$ cat src/rtl/pushb_pkg.sv
`default_nettype none
package pushb_pkg;

  localparam int MAX_USERS     = 4;
  localparam int HISTORY_DEPTH = 16;

  localparam int ID_W     = 8;
  localparam int SAMPLE_W = 10;
  localparam int POS_W    = 4;
  localparam int CODE_W   = 3;

  localparam int UW        = (MAX_USERS > 1) ? $clog2(MAX_USERS) : 1;
  localparam int CW        = $clog2(MAX_USERS + 1);
  localparam int HW        = $clog2(HISTORY_DEPTH);
  localparam int FW        = $clog2(HISTORY_DEPTH + 1);
  localparam int MEM_DEPTH = MAX_USERS * HISTORY_DEPTH;
  localparam int AW        = (MEM_DEPTH > 1) ? $clog2(MEM_DEPTH) : 1;

  localparam int QUEUE_DEPTH = 2;
  localparam int QPW         = $clog2(QUEUE_DEPTH);
  localparam int QCW         = $clog2(QUEUE_DEPTH + 1);

  typedef enum logic [CODE_W-1:0] {
    RC_STORED     = 3'd0,
    RC_STORED_NEW = 3'd1,
    RC_DROPPED    = 3'd2,
    RC_HISTORY    = 3'd3,
    RC_NO_USERS   = 3'd4
  } result_code_t;

  typedef enum logic [1:0] {
    B_IDLE,
    B_RADDR,
    B_RDATA
  } back_state_t;

  // one classified request handed from front to back
  typedef struct packed {
    logic                             is_read;
    result_code_t                     code;
    logic [ID_W-1:0]                  id;
    logic [POS_W-1:0]                 pos;
    logic [SAMPLE_W-1:0]              value;
    logic                             wr_en;
    logic [AW-1:0]                    addr;
    logic [CW-1:0]                    rd_count;
    logic [MAX_USERS-1:0][ID_W-1:0]   rd_ids;
    logic [MAX_USERS-1:0][HW-1:0]     rd_oldest;
  } cmd_t;

  // ring offset to the 4-bit position field, zero-extended or masked
  function automatic logic [POS_W-1:0] to_pos(input logic [HW-1:0] j);
    logic [HW+POS_W-1:0] t;
    t = {{POS_W{1'b0}}, j};
    return t[POS_W-1:0];
  endfunction

  // (a + b) mod HISTORY_DEPTH for a, b below HISTORY_DEPTH
  function automatic logic [HW-1:0] ring_add(input logic [HW-1:0] a,
                                              input logic [HW-1:0] b);
    logic [HW:0] s;
    s = {1'b0, a} + {1'b0, b};
    if (s >= (HW+1)'(HISTORY_DEPTH)) begin
      s = s - (HW+1)'(HISTORY_DEPTH);
    end
    return s[HW-1:0];
  endfunction

endpackage
`default_nettype wire

$ cat src/rtl/pushb_in_if.sv
`default_nettype none
interface pushb_in_if;
  logic                          valid;
  logic                          ready;
  logic                          action;
  logic [pushb_pkg::ID_W-1:0]     user_id;
  logic [pushb_pkg::SAMPLE_W-1:0] sample;
  logic                          batch_last;

  modport source (output valid, action, user_id, sample, batch_last, input ready);
  modport sink (input valid, action, user_id, sample, batch_last, output ready);
endinterface
`default_nettype wire

$ cat src/rtl/pushb_out_if.sv
`default_nettype none
interface pushb_out_if;
  logic                          valid;
  logic                          ready;
  logic [pushb_pkg::CODE_W-1:0]   result_code;
  logic [pushb_pkg::ID_W-1:0]     owner_id;
  logic [pushb_pkg::POS_W-1:0]    position;
  logic [pushb_pkg::SAMPLE_W-1:0] value;
  logic                          last;

  modport source (output valid, result_code, owner_id, position, value, last,
                  input ready);
  modport sink (input valid, result_code, owner_id, position, value, last,
                output ready);
endinterface
`default_nettype wire

$ cat src/rtl/pushb_front.sv
`default_nettype none
module pushb_front (
  input  wire logic           clk,
  input  wire logic           rst,
  pushb_in_if.sink            req,
  output pushb_pkg::cmd_t     cmd,
  output logic                cmd_valid,
  input  wire logic           cmd_ready
);
  import pushb_pkg::*;

  logic [MAX_USERS-1:0][ID_W-1:0] user_ids;
  logic [MAX_USERS-1:0][HW-1:0]   oldest_index;
  logic [MAX_USERS-1:0][FW-1:0]   fill_count;
  logic [CW-1:0]                  user_count;

  logic            found;
  logic [UW-1:0]   slot;
  logic            new_user;
  logic            drop;
  logic [HW-1:0]   cur_oldest;
  logic [FW-1:0]   cur_fill;
  logic [HW-1:0]   wr_idx;
  logic [HW-1:0]   oldest_next;
  logic [FW-1:0]   fill_next;
  logic [HW-1:0]   pos_idx;
  logic            accept;

  assign cmd_valid = req.valid;
  assign req.ready = cmd_ready;
  assign accept    = req.valid && cmd_ready;

  always_comb begin
    found = 1'b0;
    slot  = UW'(user_count);
    for (int u = 0; u < MAX_USERS; u++) begin
      if (!found && (CW'(u) < user_count) && (user_ids[u] == req.user_id)) begin
        found = 1'b1;
        slot  = UW'(u);
      end
    end
    new_user = !found && (user_count != CW'(MAX_USERS));
    drop     = !found && (user_count == CW'(MAX_USERS));

    cur_oldest = new_user ? '0 : oldest_index[slot];
    cur_fill   = new_user ? '0 : fill_count[slot];

    if (cur_fill < FW'(HISTORY_DEPTH)) begin
      wr_idx      = ring_add(cur_oldest, HW'(cur_fill));
      oldest_next = cur_oldest;
      fill_next   = cur_fill + FW'(1);
      pos_idx     = HW'(cur_fill);
    end else begin
      // ring full: overwrite the oldest and move it on
      wr_idx      = cur_oldest;
      oldest_next = ring_add(cur_oldest, HW'(1));
      fill_next   = cur_fill;
      pos_idx     = HW'(HISTORY_DEPTH - 1);
    end

    cmd.is_read   = req.action;
    cmd.id        = req.user_id;
    cmd.value     = req.sample;
    cmd.wr_en     = !req.action && !drop;
    cmd.addr      = AW'(slot) * AW'(HISTORY_DEPTH) + AW'(wr_idx);
    cmd.rd_count  = user_count;
    cmd.rd_ids    = user_ids;
    cmd.rd_oldest = oldest_index;
    if (drop) begin
      cmd.code = RC_DROPPED;
      cmd.pos  = '0;
    end else begin
      cmd.code = new_user ? RC_STORED_NEW : RC_STORED;
      cmd.pos  = to_pos(pos_idx);
    end
  end

  always_ff @(posedge clk) begin
    if (rst) begin
      user_ids     <= '0;
      oldest_index <= '0;
      fill_count   <= '0;
      user_count   <= '0;
    end else if (accept && !req.action && !drop) begin
      if (new_user) begin
        user_ids[slot] <= req.user_id;
        user_count     <= user_count + CW'(1);
      end
      oldest_index[slot] <= oldest_next;
      fill_count[slot]   <= fill_next;
    end
  end

endmodule
`default_nettype wire

$ cat src/rtl/pushb_queue.sv
`default_nettype none
module pushb_queue (
  input  wire logic            clk,
  input  wire logic            rst,
  input  wire pushb_pkg::cmd_t wr_cmd,
  input  wire logic            wr_valid,
  output logic                 wr_ready,
  output pushb_pkg::cmd_t      rd_cmd,
  output logic                 rd_valid,
  input  wire logic            rd_ready
);
  import pushb_pkg::*;

  cmd_t           entries [QUEUE_DEPTH];
  logic [QPW-1:0] wr_ptr;
  logic [QPW-1:0] rd_ptr;
  logic [QCW-1:0] count;
  logic           push;
  logic           pop;

  assign wr_ready = (count != QCW'(QUEUE_DEPTH));
  assign rd_valid = (count != '0);
  assign rd_cmd   = entries[rd_ptr];
  assign push     = wr_valid && wr_ready;
  assign pop      = rd_valid && rd_ready;

  always_ff @(posedge clk) begin
    if (push) begin
      entries[wr_ptr] <= wr_cmd;
    end
  end

  always_ff @(posedge clk) begin
    if (rst) begin
      wr_ptr <= '0;
      rd_ptr <= '0;
      count  <= '0;
    end else begin
      if (push) begin
        wr_ptr <= (wr_ptr == QPW'(QUEUE_DEPTH - 1)) ? '0 : wr_ptr + QPW'(1);
      end
      if (pop) begin
        rd_ptr <= (rd_ptr == QPW'(QUEUE_DEPTH - 1)) ? '0 : rd_ptr + QPW'(1);
      end
      if (push && !pop) begin
        count <= count + QCW'(1);
      end else if (pop && !push) begin
        count <= count - QCW'(1);
      end
    end
  end

endmodule
`default_nettype wire

$ cat src/rtl/pushb_back.sv
`default_nettype none
module pushb_back (
  input  wire logic            clk,
  input  wire logic            rst,
  input  wire pushb_pkg::cmd_t cmd,
  input  wire logic            cmd_valid,
  output logic                 cmd_ready,
  pushb_out_if.source          res
);
  import pushb_pkg::*;

  logic [SAMPLE_W-1:0] mem [MEM_DEPTH];
  logic [MEM_DEPTH-1:0] written;
  logic [SAMPLE_W-1:0] mem_q;
  logic                written_q;

  back_state_t state;
  back_state_t state_next;

  logic [CW-1:0]                  rd_count;
  logic [MAX_USERS-1:0][ID_W-1:0] rd_ids;
  logic [MAX_USERS-1:0][HW-1:0]   rd_oldest;
  logic [UW-1:0]                  cur_user;
  logic [HW-1:0]                  cur_pos;

  logic                out_free;
  logic                out_load;
  result_code_t        out_code;
  logic [ID_W-1:0]     out_owner;
  logic [POS_W-1:0]    out_pos;
  logic [SAMPLE_W-1:0] out_value;
  logic                out_last;
  logic                mem_we;
  logic                rd_en;
  logic                snap_load;
  logic                walk_step;
  logic                walk_done;
  logic [AW-1:0]       rd_addr;

  assign out_free  = !res.valid || res.ready;
  assign walk_done = ((CW'(cur_user) + CW'(1)) == rd_count) &&
                     (cur_pos == HW'(HISTORY_DEPTH - 1));
  assign rd_addr   = AW'(cur_user) * AW'(HISTORY_DEPTH) +
                     AW'(ring_add(rd_oldest[cur_user], cur_pos));

  always_comb begin
    state_next = state;
    cmd_ready  = 1'b0;
    out_load   = 1'b0;
    out_code   = cmd.code;
    out_owner  = cmd.id;
    out_pos    = cmd.pos;
    out_value  = cmd.value;
    out_last   = 1'b1;
    mem_we     = 1'b0;
    rd_en      = 1'b0;
    snap_load  = 1'b0;
    walk_step  = 1'b0;
    unique case (state)
      B_IDLE: begin
        if (cmd_valid && out_free) begin
          cmd_ready = 1'b1;
          if (!cmd.is_read) begin
            out_load = 1'b1;
            mem_we   = cmd.wr_en;
          end else if (cmd.rd_count == '0) begin
            out_load  = 1'b1;
            out_code  = RC_NO_USERS;
            out_owner = '0;
            out_pos   = '0;
            out_value = '0;
          end else begin
            snap_load  = 1'b1;
            state_next = B_RADDR;
          end
        end
      end
      B_RADDR: begin
        rd_en      = 1'b1;
        state_next = B_RDATA;
      end
      B_RDATA: begin
        if (out_free) begin
          out_load  = 1'b1;
          out_code  = RC_HISTORY;
          out_owner = rd_ids[cur_user];
          out_pos   = to_pos(cur_pos);
          // slots never written since reset read zero
          out_value = written_q ? mem_q : '0;
          out_last  = walk_done;
          walk_step = 1'b1;
          state_next = walk_done ? B_IDLE : B_RADDR;
        end
      end
      default: state_next = B_IDLE;
    endcase
  end

  always_ff @(posedge clk) begin
    if (rst) begin
      state <= B_IDLE;
    end else begin
      state <= state_next;
    end
  end

  always_ff @(posedge clk) begin
    if (mem_we) begin
      mem[cmd.addr] <= cmd.value;
    end
    if (rd_en) begin
      mem_q     <= mem[rd_addr];
      written_q <= written[rd_addr];
    end
  end

  always_ff @(posedge clk) begin
    if (rst) begin
      written <= '0;
    end else if (mem_we) begin
      written[cmd.addr] <= 1'b1;
    end
  end

  always_ff @(posedge clk) begin
    if (snap_load) begin
      rd_count  <= cmd.rd_count;
      rd_ids    <= cmd.rd_ids;
      rd_oldest <= cmd.rd_oldest;
    end
  end

  always_ff @(posedge clk) begin
    if (rst) begin
      cur_user <= '0;
      cur_pos  <= '0;
    end else if (snap_load) begin
      cur_user <= '0;
      cur_pos  <= '0;
    end else if (walk_step) begin
      if (cur_pos == HW'(HISTORY_DEPTH - 1)) begin
        cur_pos  <= '0;
        cur_user <= cur_user + UW'(1);
      end else begin
        cur_pos <= cur_pos + HW'(1);
      end
    end
  end

  always_ff @(posedge clk) begin
    if (rst) begin
      res.valid <= 1'b0;
    end else if (out_load) begin
      res.valid <= 1'b1;
    end else if (res.ready) begin
      res.valid <= 1'b0;
    end
  end

  always_ff @(posedge clk) begin
    if (out_load) begin
      res.result_code <= out_code;
      res.owner_id    <= out_owner;
      res.position    <= out_pos;
      res.value       <= out_value;
      res.last        <= out_last;
    end
  end

endmodule
`default_nettype wire

$ cat src/rtl/per_user_sample_history_buffer.sv
`default_nettype none
// Per-user sample history buffer. Up to MAX_USERS users (in order of first
// push) each keep a ring of the last HISTORY_DEPTH samples. A push request
// (action 0) gives one result: stored, stored as new user, or dropped when the
// table is full. A read request (action 1) gives HISTORY_DEPTH results per
// user, oldest first, last set on the final one, or a single no-users result.
// The front end classifies one request per cycle into a two-entry queue while
// the queue has room; the back end gives a push result straight from its idle
// state, and each history result passes an address state and then a registered
// sample store read. The back end waits while the last result is not taken.
// No clearing pass after reset: per-slot written flags make unwritten slots
// read zero.
module per_user_sample_history_buffer (
  input  wire logic clk,
  input  wire logic rst,
  pushb_in_if.sink  req,
  pushb_out_if.source res
);
  import pushb_pkg::*;

  cmd_t front_cmd;
  logic front_valid;
  logic front_ready;
  cmd_t back_cmd;
  logic back_valid;
  logic back_ready;

  pushb_front u_front (
    .clk       (clk),
    .rst       (rst),
    .req       (req),
    .cmd       (front_cmd),
    .cmd_valid (front_valid),
    .cmd_ready (front_ready)
  );

  pushb_queue u_queue (
    .clk      (clk),
    .rst      (rst),
    .wr_cmd   (front_cmd),
    .wr_valid (front_valid),
    .wr_ready (front_ready),
    .rd_cmd   (back_cmd),
    .rd_valid (back_valid),
    .rd_ready (back_ready)
  );

  pushb_back u_back (
    .clk       (clk),
    .rst       (rst),
    .cmd       (back_cmd),
    .cmd_valid (back_valid),
    .cmd_ready (back_ready),
    .res       (res)
  );

endmodule
`default_nettype wire

$ cat src/flat_wrapper.sv
// flat-port wrapper written by rule: the top's interface ports become plain ports
module per_user_sample_history_buffer_flat import pushb_pkg::*;
  (clk, rst, req_valid, req_action, req_user_id, req_sample, req_batch_last, req_ready, res_valid, res_result_code, res_owner_id, res_position, res_value, res_last, res_ready);
  pushb_in_if req_i ();
  pushb_out_if res_i ();
  input  wire logic clk;
  input  wire logic rst;
  input wire logic [$bits(req_i.valid)-1:0] req_valid;
  input wire logic [$bits(req_i.action)-1:0] req_action;
  input wire logic [$bits(req_i.user_id)-1:0] req_user_id;
  input wire logic [$bits(req_i.sample)-1:0] req_sample;
  input wire logic [$bits(req_i.batch_last)-1:0] req_batch_last;
  output wire logic [$bits(req_i.ready)-1:0] req_ready;
  output wire logic [$bits(res_i.valid)-1:0] res_valid;
  output wire logic [$bits(res_i.result_code)-1:0] res_result_code;
  output wire logic [$bits(res_i.owner_id)-1:0] res_owner_id;
  output wire logic [$bits(res_i.position)-1:0] res_position;
  output wire logic [$bits(res_i.value)-1:0] res_value;
  output wire logic [$bits(res_i.last)-1:0] res_last;
  input wire logic [$bits(res_i.ready)-1:0] res_ready;
  assign req_i.valid = req_valid;
  assign req_i.action = req_action;
  assign req_i.user_id = req_user_id;
  assign req_i.sample = req_sample;
  assign req_i.batch_last = req_batch_last;
  assign req_ready = req_i.ready;
  assign res_valid = res_i.valid;
  assign res_result_code = res_i.result_code;
  assign res_owner_id = res_i.owner_id;
  assign res_position = res_i.position;
  assign res_value = res_i.value;
  assign res_last = res_i.last;
  assign res_i.ready = res_ready;
  per_user_sample_history_buffer u_core (.clk(clk), .rst(rst), .req(req_i), .res(res_i));
endmodule
$ cat config.mk
export PLATFORM = sky130hd
export DESIGN_NAME = per_user_sample_history_buffer_flat
export DESIGN_NICKNAME = d
export VERILOG_FILES = /design/src/rtl/pushb_pkg.sv /design/src/rtl/pushb_in_if.sv /design/src/rtl/pushb_out_if.sv /design/src/rtl/pushb_front.sv /design/src/rtl/pushb_queue.sv /design/src/rtl/pushb_back.sv /design/src/rtl/per_user_sample_history_buffer.sv /design/src/flat_wrapper.sv
export SDC_FILE = /design/constraint.sdc
export NUM_CORES = 1
export LEC_CHECK = 0
export BUFFER_PORTS_ARGS = -buffer_cell sky130_fd_sc_hd__buf_4
export CAP_MARGIN = 20
export CORE_ASPECT_RATIO = 0.5
export CORE_MARGIN = 2
export CORE_UTILIZATION = 57
export CTS_CLUSTER_DIAMETER = 100
export DETAILED_ROUTE_END_ITERATION = 16
export PLACE_DENSITY = 0.77
export SLEW_MARGIN = 20
export SYNTH_ARGS = -nofsm -noshare
export SYNTH_HDL_FRONTEND = slang
export SYNTH_SLANG_ARGS = --single-unit
$ cat constraint.sdc
create_clock -name clk -period 4.9 [get_ports clk]
set_clock_uncertainty 0.1 [all_clocks]
set_input_delay 0 -clock clk [delete_from_list [all_inputs] [get_ports clk]]
set_output_delay 0 -clock clk [all_outputs]
set_load 0.1 [all_outputs]
==> reports/qor.log, run 1 <==
qor: die.design.die.area 74,400 sq um
qor: layout.multiInputGateArea 10,700 sq um
qor: layout.filler_cell_count 4,574
qor: drt.detail_route.iter0.violations 2,594
qor: die.io_pins 52
qor: layout.design.final.nets 2,576
qor: cts.cts_sinks 1,043
qor: cts.cts_made_buffers 87
qor: layout.post_layout_nonfiller_instances 3,568
qor: placement.port_buffers 50
qor: yosys.async_flop_share 0%
qor: worst_setup_path.worst_path_max_delay_cell sky130_fd_sc_hd__dfxtp_1
qor: sta.finalSetupViolCount 0
qor: cts.cts_root_buffer sky130_fd_sc_hd__clkbuf_16
qor: cts.htree_num_levels 3
qor: drt.route.vias.total 22,400
qor: drt.detail_route.vias_per_cell 6.27
qor: cts.cts_tree built
qor: global_routing.grt_use_total 25.2%
qor: placement.place_hpwl 55.1 mm
qor: yosys.postSynthRegisterBits 1,043
qor: worst_setup_path.crit_type register to register
qor: cts.clock_tree.buffer_depth 3
qor: sta.timing_worst_slew_pin_value 1080 ps
qor: sta.max_slew_margin 27.6%
qor: power.powerDensity 518 nW/um^2
qor: placement.routabilityCongestion 0.883
qor: placement.place_inst 3,374
qor: sta.report.final.hold_viol_count 0
qor: yosys.synth_top_flop_cell sky130_fd_sc_hd__edfxtp_1
qor: layout.diodes 0
qor: worst_setup_path.critPathBufInv 1
qor: die.initial_utilization 57.7%
qor: drt.routed-wl-met3 7.15 mm
qor: yosys.synthesis.instances 2,377
qor: die.placementRows 69
qor: drt.topRoutingLayerUsed met4
qor: yosys.net_count_after_synthesis 2,416
qor: worst_setup_path.cp_cell_sequence a21oi_1 > nor4_2 > nand3_2 > nor3b_4 > nor2_8 > mux2i_1 > mux2_2 > nand2b_1 > inv_1 > ha_1 > a21oi_1 > nor2_1 > a211oi_1 > mux2i_1 > mux2i_1
qor: die.die_width 384 um
qor: drt.dr_wl_met2 47.3 mm
qor: yosys.syn-cell-area 41,100 sq um
qor: drt.wl_met1 35.9 mm
qor: cts.path_clk_slew 70 ps
qor: layout.mostFrequentLayoutCells 894 x sky130_fd_sc_hd__edfxtp_1, 225 x sky130_fd_sc_hd__nor2_1, 199 x sky130_fd_sc_hd__mux4_2
qor: layout.most_frequent_standard_cell_in_the_layout_excluding_fill_and_tap_cells sky130_fd_sc_hd__edfxtp_1
qor: global_routing.grt_max_degree 78
qor: outcome.run_status complete, no violations
qor: sta.final_setup_tns 0 ps
qor: worst_setup_path.critical_path.endpoint_type register
qor: drt.dr.pass1.iters 6
qor: drt.routed_wirelength 93.2 mm
qor: global_routing.grt_pass1_vias 22,300
qor: layout.syn2layout_area_growth 13.0%
qor: worst_setup_path.critical_path.startpoint_type register
qor: global_routing.grt_antenna_before_repair 1
qor: yosys.synth.yosys.seq_area_share 72.5%
qor: cts.post_cts_resized 0
qor: drt.ant_nets 0
qor: die.floorplan.die.height 194 um
qor: worst_setup_path.critical_path.top_delay_family simple AND/OR/NAND/NOR gates
qor: yosys.synth.area.top_cells sky130_fd_sc_hd__edfxtp_1 65%, sky130_fd_sc_hd__mux4_2 11%, sky130_fd_sc_hd__dfxtp_1 7.3%
qor: yosys.yosysTopAreaCellShare 65.3%
qor: sta.post_route_fraction_of_the_period_consumed_by_the_critical_path 88.7%
qor: worst_setup_path.critPathMostFrequentCell sky130_fd_sc_hd__mux2i_1
qor: yosys.post-synth-top-area-cell sky130_fd_sc_hd__edfxtp_1
qor: sta.fmax 230 MHz
qor: drt.route.detailed.wl_per_inst 26.1 um
qor: power.vdd_drop_max 0.000428 V
qor: layout.seqCellArea 29,800 sq um
qor: sta.final_max_slew_viol_count 0
qor: yosys.yosys_cell_types 65
qor: power.leakagePower 15.2 nW
qor: worst_setup_path.cp_data_required_time 5220 ps
qor: cts.worst_skew_pair.late_latency 650 ps
qor: worst_hold_path.hold_class primary input to register
qor: sta.grt_setup_unrepaired false
qor: worst_setup_path.timing.critical_path.arrival 4670 ps
qor: drt.post_route_drc_violation_count 0
qor: die.design.core.area 71,200 sq um
qor: sta.timing.final.crit_period 4350 ps
qor: worst_setup_path.crit_path_max_fanout 19
qor: global_routing.grt-ovfl-total 0
qor: yosys.syn_avg_cell_area 17.3 sq um
qor: global_routing.global_route_wire_length_before_repair 139 mm
qor: yosys.synth-warning-count 0
qor: yosys.synth_enable_flop_cells 894
qor: worst_setup_path.cpPeakStageDelay 630 ps
qor: layout.drive_gt1_share 23.4%
qor: job.cap_viol_max_count 0
[final timing paths]
check             cells after the start                                 startpoint                                      end  slack (ps)
hold / removal                        2                                 req_action  u_core.u_queue.entries[0][82]$_DFFE_PP_          80
setup / recovery                     15  u_core.u_front.user_count[1]$_SDFFE_PP0P_  u_core.u_queue.entries[1][54]$_DFFE_PP_         550
setup reg to reg                     15  u_core.u_front.user_count[1]$_SDFFE_PP0P_  u_core.u_queue.entries[1][54]$_DFFE_PP_         550
hold reg to reg                       0         u_core.u_front.cmd[7]$_SDFFE_PP0P_   u_core.u_queue.entries[1][7]$_DFFE_PP_         370
[Yosys cell counts (all sizes together) (2+ instances only)]
cell type	count
and2	29
nand3	60
a21o	2
nor4b	2
or2	2
inv	27
nand2	170
and3	5
fa	2
a311oi	11
nor3b	2
nand4	6
nor2b	8
a32o	4
nor3	17
xor2	27
a21oi	73
xnor2	24
ha	13
mux2	68
a211oi	42
or3	5
nand2b	15
buf	49
edfxtp	894
a22o	2
dfxtp	149
o32ai	5
nor2	229
clkbuf	75
nor4	7
mux2i	77
o211ai	2
a31oi	13
o21ai	22
mux4	199
nand3b	9
o21ba	11
o31ai	13
[cell type report]
cell class / instances / area share, %
sequential: 1043 / 64.2
timing repair buffer: 195 / 3.64
clock buffer: 113 / 5.11
multi-input combinational: 1182 / 23.1
inverter: 28 / 0.231
clock inverter: 49 / 1.16
tap: 958 / 2.58
[per-layer routing]
| metal | vias to the layer above | global-route usage, % |
|---|---|---|
| met5 | - | 0 |
| met3 | 198 | 3.93 |
| met2 | 1108 | 42.2 |
| met4 | 0 | 8.03 |
| met1 | 11500 | 34.3 |
| li1 | 9564 | - |
[stage by stage]
| step | util [%] | cell area, sq um | power (mW) | hold WS [ps] | setup slack, ps |
|---|---|---|---|---|---|
| floorplan | - | 41100 | 15.2 | -1.13 | 307 |
| global placement | 60.7 | 43200 | 17.0 | 86.5 | 757 |
| detailed placement | 60.7 | 43300 | 17.1 | 88.6 | 653 |
| CTS | 65.3 | 46500 | 24.2 | 42.3 | 617 |
| global route | 65.3 | 46500 | 24.8 | 73.9 | 235 |
| finish | 65.3 | 46500 | 24.1 | 76.8 | 552 |
[where the power goes]
group          total, mW  internal, mW  leakage, nW  switching (mW)
clock               7.10          3.98         1.41            3.13
combinational       5.86          2.02         4.43            3.85
sequential          11.1          10.9         9.35           0.227
total               24.1          16.9         15.2            7.20
[worst reg2reg max path: cells and delay by family (launching register included)]
family          cells  cell delay [ps]
simple gates        6             1220
fa+ha+maj           1              300
mux                 4             1110
compound gates      3              690
flops               1              630
buf+inv             1               90
[cell families after synthesis]
kind of cell / after synthesis / synth area share [%]
adder cells (fa/ha/maj): 15 / 0.493
buffers and inverters: 152 / 1.60
multiplexers: 344 / 14.6
AO/OA/AOI/OAI: 205 / 3.32
XOR/XNOR: 51 / 1.12
AND/OR/NAND/NOR: 567 / 6.29
flip-flops: 1043 / 72.5
[sequential cells by signal (all words and copies together) (netlist names), 8 cells and up, named ones only]
name	count
u_core.u_back.written	64
u_core.u_front.cmd	48
u_core.u_back.rd_ids	32
u_core.u_back.rd_oldest	16
u_core.u_front.fill_count	20
u_core.u_back.res.value	10
u_core.u_back.res.owner_id	8
u_core.u_queue.entries	166
u_core.u_back.mem	640
u_core.u_back.mem_q	10
[repair_timing]
item | in CTS | in global routing
endpoints found under the hold margin | 121 | 0
buffers inserted | 0 | 0
hold buffers | 32 | 0
(Power assumes the default switching activity.)
==> inputs of run 2 (changes only) <==
--- a/config.mk
+++ b/config.mk
@@ -9,10 +9,10 @@
 export CAP_MARGIN = 20
 export CORE_ASPECT_RATIO = 0.5
 export CORE_MARGIN = 2
-export CORE_UTILIZATION = 57
+export CORE_UTILIZATION = 50
 export CTS_CLUSTER_DIAMETER = 100
 export DETAILED_ROUTE_END_ITERATION = 16
-export PLACE_DENSITY = 0.77
+export PLACE_DENSITY = 0.69
 export SLEW_MARGIN = 20
 export SYNTH_ARGS = -nofsm -noshare
 export SYNTH_HDL_FRONTEND = slang
==> run 2 against run 1 <==
Fmax decreased by 3.1%. Flip-flop and latch count unchanged. Critical endpoint is now u_core.u_back.written_q$_DFFE_PN_. Critical path type unchanged. Register-to-register slack got worse by 140 ps. Highest routed layer is now met5. Cell count increased by 4.6%. Die area increased by 14%.
==> reports/qor.log, run 2 (same netlist as run 1, synthesis figures left out) <==
qor: cts.cts_tree built
qor: layout.biggest_register u_core.u_back.mem
qor: global_routing.global_route_wire_length_before_repair 137 mm
qor: layout.largest_registers u_core.u_back.mem (640), u_core.u_queue.entries (166), u_core.u_back.written (64)
qor: layout.largest_reg_flops 640
qor: die.io_pins 52
qor: sta.timing_worst_slew_pin_value 1060 ps
qor: die.initial_utilization 50.4%
qor: power.powerDensity 516 nW/um^2
qor: cts.htree_num_levels 3
qor: layout.mostFrequentLayoutCells 894 x sky130_fd_sc_hd__edfxtp_1, 225 x sky130_fd_sc_hd__nor2_1, 199 x sky130_fd_sc_hd__mux4_2
qor: power.leakagePower 15.3 nW
qor: cts.cts_made_buffers 92
qor: sta.post-route-worst-setup-slack 413 ps
qor: drt.route.vias.total 21,900
qor: cts.path_clk_slew 70 ps
qor: die.placementRows 74
qor: placement.port_buffers 50
qor: worst_setup_path.crit_type register to register
qor: cts.worst_skew_pair.late_latency 660 ps
qor: drt.detail_route.vias_per_cell 5.86
qor: drt.dr.pass1.iters 8
qor: worst_setup_path.critPathBufInv 2
qor: sta.final_max_slew_viol_count 0
qor: cts.cts_sinks 1,043
qor: die.die_width 410 um
qor: sta.fmax 223 MHz
qor: die.design.core.area 81,600 sq um
qor: outcome.run_status complete, no violations
qor: power.p_sw_share 29.9%
qor: global_routing.grt_use_total 21.9%
qor: global_routing.grt-ovfl-total 0
qor: drt.detail_route.iter0.violations 2,148
qor: cts.clock_tree.buffer_depth 3
qor: drt.ant_nets 0
qor: worst_setup_path.timing.critical_path.arrival 4760 ps
qor: layout.drive_gt1_share 23.8%
qor: layout.diodes 0
qor: placement.place_hpwl 57.1 mm
qor: layout.design.final.nets 2,592
qor: worst_setup_path.critical_path.top_delay_family adder cells
qor: power.p_clk_share 29.8%
qor: power.vdd_drop_max 0.000292 V
qor: die.floorplan.die.height 207 um
qor: sta.report.final.hold_viol_count 0
qor: sta.grt_setup_unrepaired false
qor: layout.most_frequent_standard_cell_in_the_layout_excluding_fill_and_tap_cells sky130_fd_sc_hd__edfxtp_1
qor: sta.worst_hold_slack 67.4 ps
qor: worst_setup_path.critical_path.startpoint_type register
qor: worst_setup_path.cpPeakStageDelay 1070 ps
qor: worst_setup_path.cp_data_required_time 5180 ps
qor: worst_setup_path.crit_path_max_fanout 22
qor: layout.post_layout_nonfiller_instances 3,733
qor: worst_setup_path.critical_path.endpoint_type register
qor: placement.dp_slack 408 ps
qor: placement.place_inst 3,529
qor: worst_setup_path.worst_path_max_delay_cell sky130_fd_sc_hd__fa_4
qor: cts.cts_root_buffer sky130_fd_sc_hd__clkbuf_16
qor: worst_setup_path.cp_cell_sequence mux4_2 > ha_4 > inv_1 > fa_4 > buf_4 > mux4_2 > and2_1 > a211oi_1 > a311oi_1 > a211oi_1 > a21oi_1
qor: cts.postCtsSetupBuffers 0
qor: power.p_sw 7.21 mW
qor: power.seqPwrFrac 46.1%
qor: global_routing.grt_max_degree 84
qor: job.cap_viol_max_count 0
qor: die.design.die.area 84,700 sq um
qor: drt.routed_wirelength 92.4 mm
qor: global_routing.grt_pass1_vias 21,600
qor: sta.max_slew_margin 28.8%
qor: sta.timing.final.crit_period 4490 ps
qor: power.power.internal 16.9 mW
qor: cts.post_cts_resized 0
qor: sta.finalSetupViolCount 0
qor: placement.routabilityCongestion 0.828
qor: power.pwr-share-comb 24.1%
qor: sta.final_setup_tns 0 ps
qor: worst_hold_path.hold_class primary input to register
qor: drt.route.detailed.wl_per_inst 24.8 um
qor: global_routing.grt_antenna_before_repair 1
qor: layout.syn2layout_area_growth 13.8%
qor: drt.post_route_drc_violation_count 0
qor: sta.post_route_fraction_of_the_period_consumed_by_the_critical_path 91.6%
-- run 2: cell types whose count changed in the layout (fill, tap and decap cells not counted), moves of 5 or more --
cell | previous run | this run
sky130_fd_sc_hd__clkinv_1 | 11 | 5
sky130_fd_sc_hd__clkbuf_8 | 8 | 13
sky130_fd_sc_hd__bufinv_16 | 10 | 4
sky130_fd_sc_hd__clkbuf_1 | 17 | 31
sky130_fd_sc_hd__buf_4 | 151 | 165
sky130_fd_sc_hd__clkbuf_16 | 88 | 96
-- run 2: power by group through the flow --
stage,clock network [mW],logic [mW],registers [mW]
floorplan,0,3.31,11.9
global placement,0,5.73,11.3
detailed placement,0,5.83,11.3
CTS,7.27,5.86,11.1
global route,7.62,6.18,11.2
finish,7.19,5.81,11.1
-- run 2: what timing repair did --
action | in CTS | in global routing
endpoints found under the setup margin | 0 | 0
hold buffers | 32 | 0
endpoints found under the hold margin | 128 | 0
-- run 2: per-stage QoR --
| stage | power (mW) | utilization, % | instance area, sq um |
|---|---|---|---|
| finish | 24.1 | 57.4 | 46800 |
| global route | 25.0 | 57.4 | 46800 |
| global placement | 17.0 | 53.3 | 43500 |
| detailed placement | 17.1 | 53.3 | 43500 |
| floorplan | 15.2 | - | 41100 |
| CTS | 24.3 | 57.4 | 46800 |
-- run 2: worst register-to-register path: stages, from the launching register on --
cell and delay, ps:
sky130_fd_sc_hd__dfxtp_2 350, sky130_fd_sc_hd__mux4_2 390, sky130_fd_sc_hd__ha_4 140, sky130_fd_sc_hd__inv_1 60, sky130_fd_sc_hd__fa_4 1080, sky130_fd_sc_hd__buf_4 420, sky130_fd_sc_hd__mux4_2 360, sky130_fd_sc_hd__and2_1 160
sky130_fd_sc_hd__a211oi_1 520, sky130_fd_sc_hd__a311oi_1 130, sky130_fd_sc_hd__a211oi_1 440, sky130_fd_sc_hd__a21oi_1 70
-- run 2: final timing paths --
path / depth (start not counted) / startpoint / endpoint / slack (ps)
setup / recovery: 11 / u_core.u_back.cur_user[0]$_SDFFE_PP0P_ / u_core.u_back.written_q$_DFFE_PN_ / 410
hold / removal: 2 / req_action / u_core.u_queue.entries[0][82]$_DFFE_PP_ / 70
hold reg to reg: 2 / u_core.u_back.written[56]$_SDFFE_PP0P_ / u_core.u_back.written[56]$_SDFFE_PP0P_ / 370
setup reg to reg: 11 / u_core.u_back.cur_user[0]$_SDFFE_PP0P_ / u_core.u_back.written_q$_DFFE_PN_ / 410
-- run 2: area by class of cell --
class | instances | area, sq um
inverters | 28 | 108
well taps | 1102 | 1380
multi-input cells | 1182 | 10700
flip-flops and latches | 1043 | 29800
clock buffers | 140 | 2700
fillers | 6079 | 34800
repair buffers | 206 | 1740
clock inverters | 32 | 295
-- run 2: routing by layer --
metal / share of wire [%] / global-route usage, % / routed length (um)
met4: 2.3 / 5.93 / 2100
met5: 0.014 / 0 / 13
met3: 8.5 / 4.83 / 7900
met1: 42 / 30.8 / 38600
met2: 47 / 35.1 / 43800
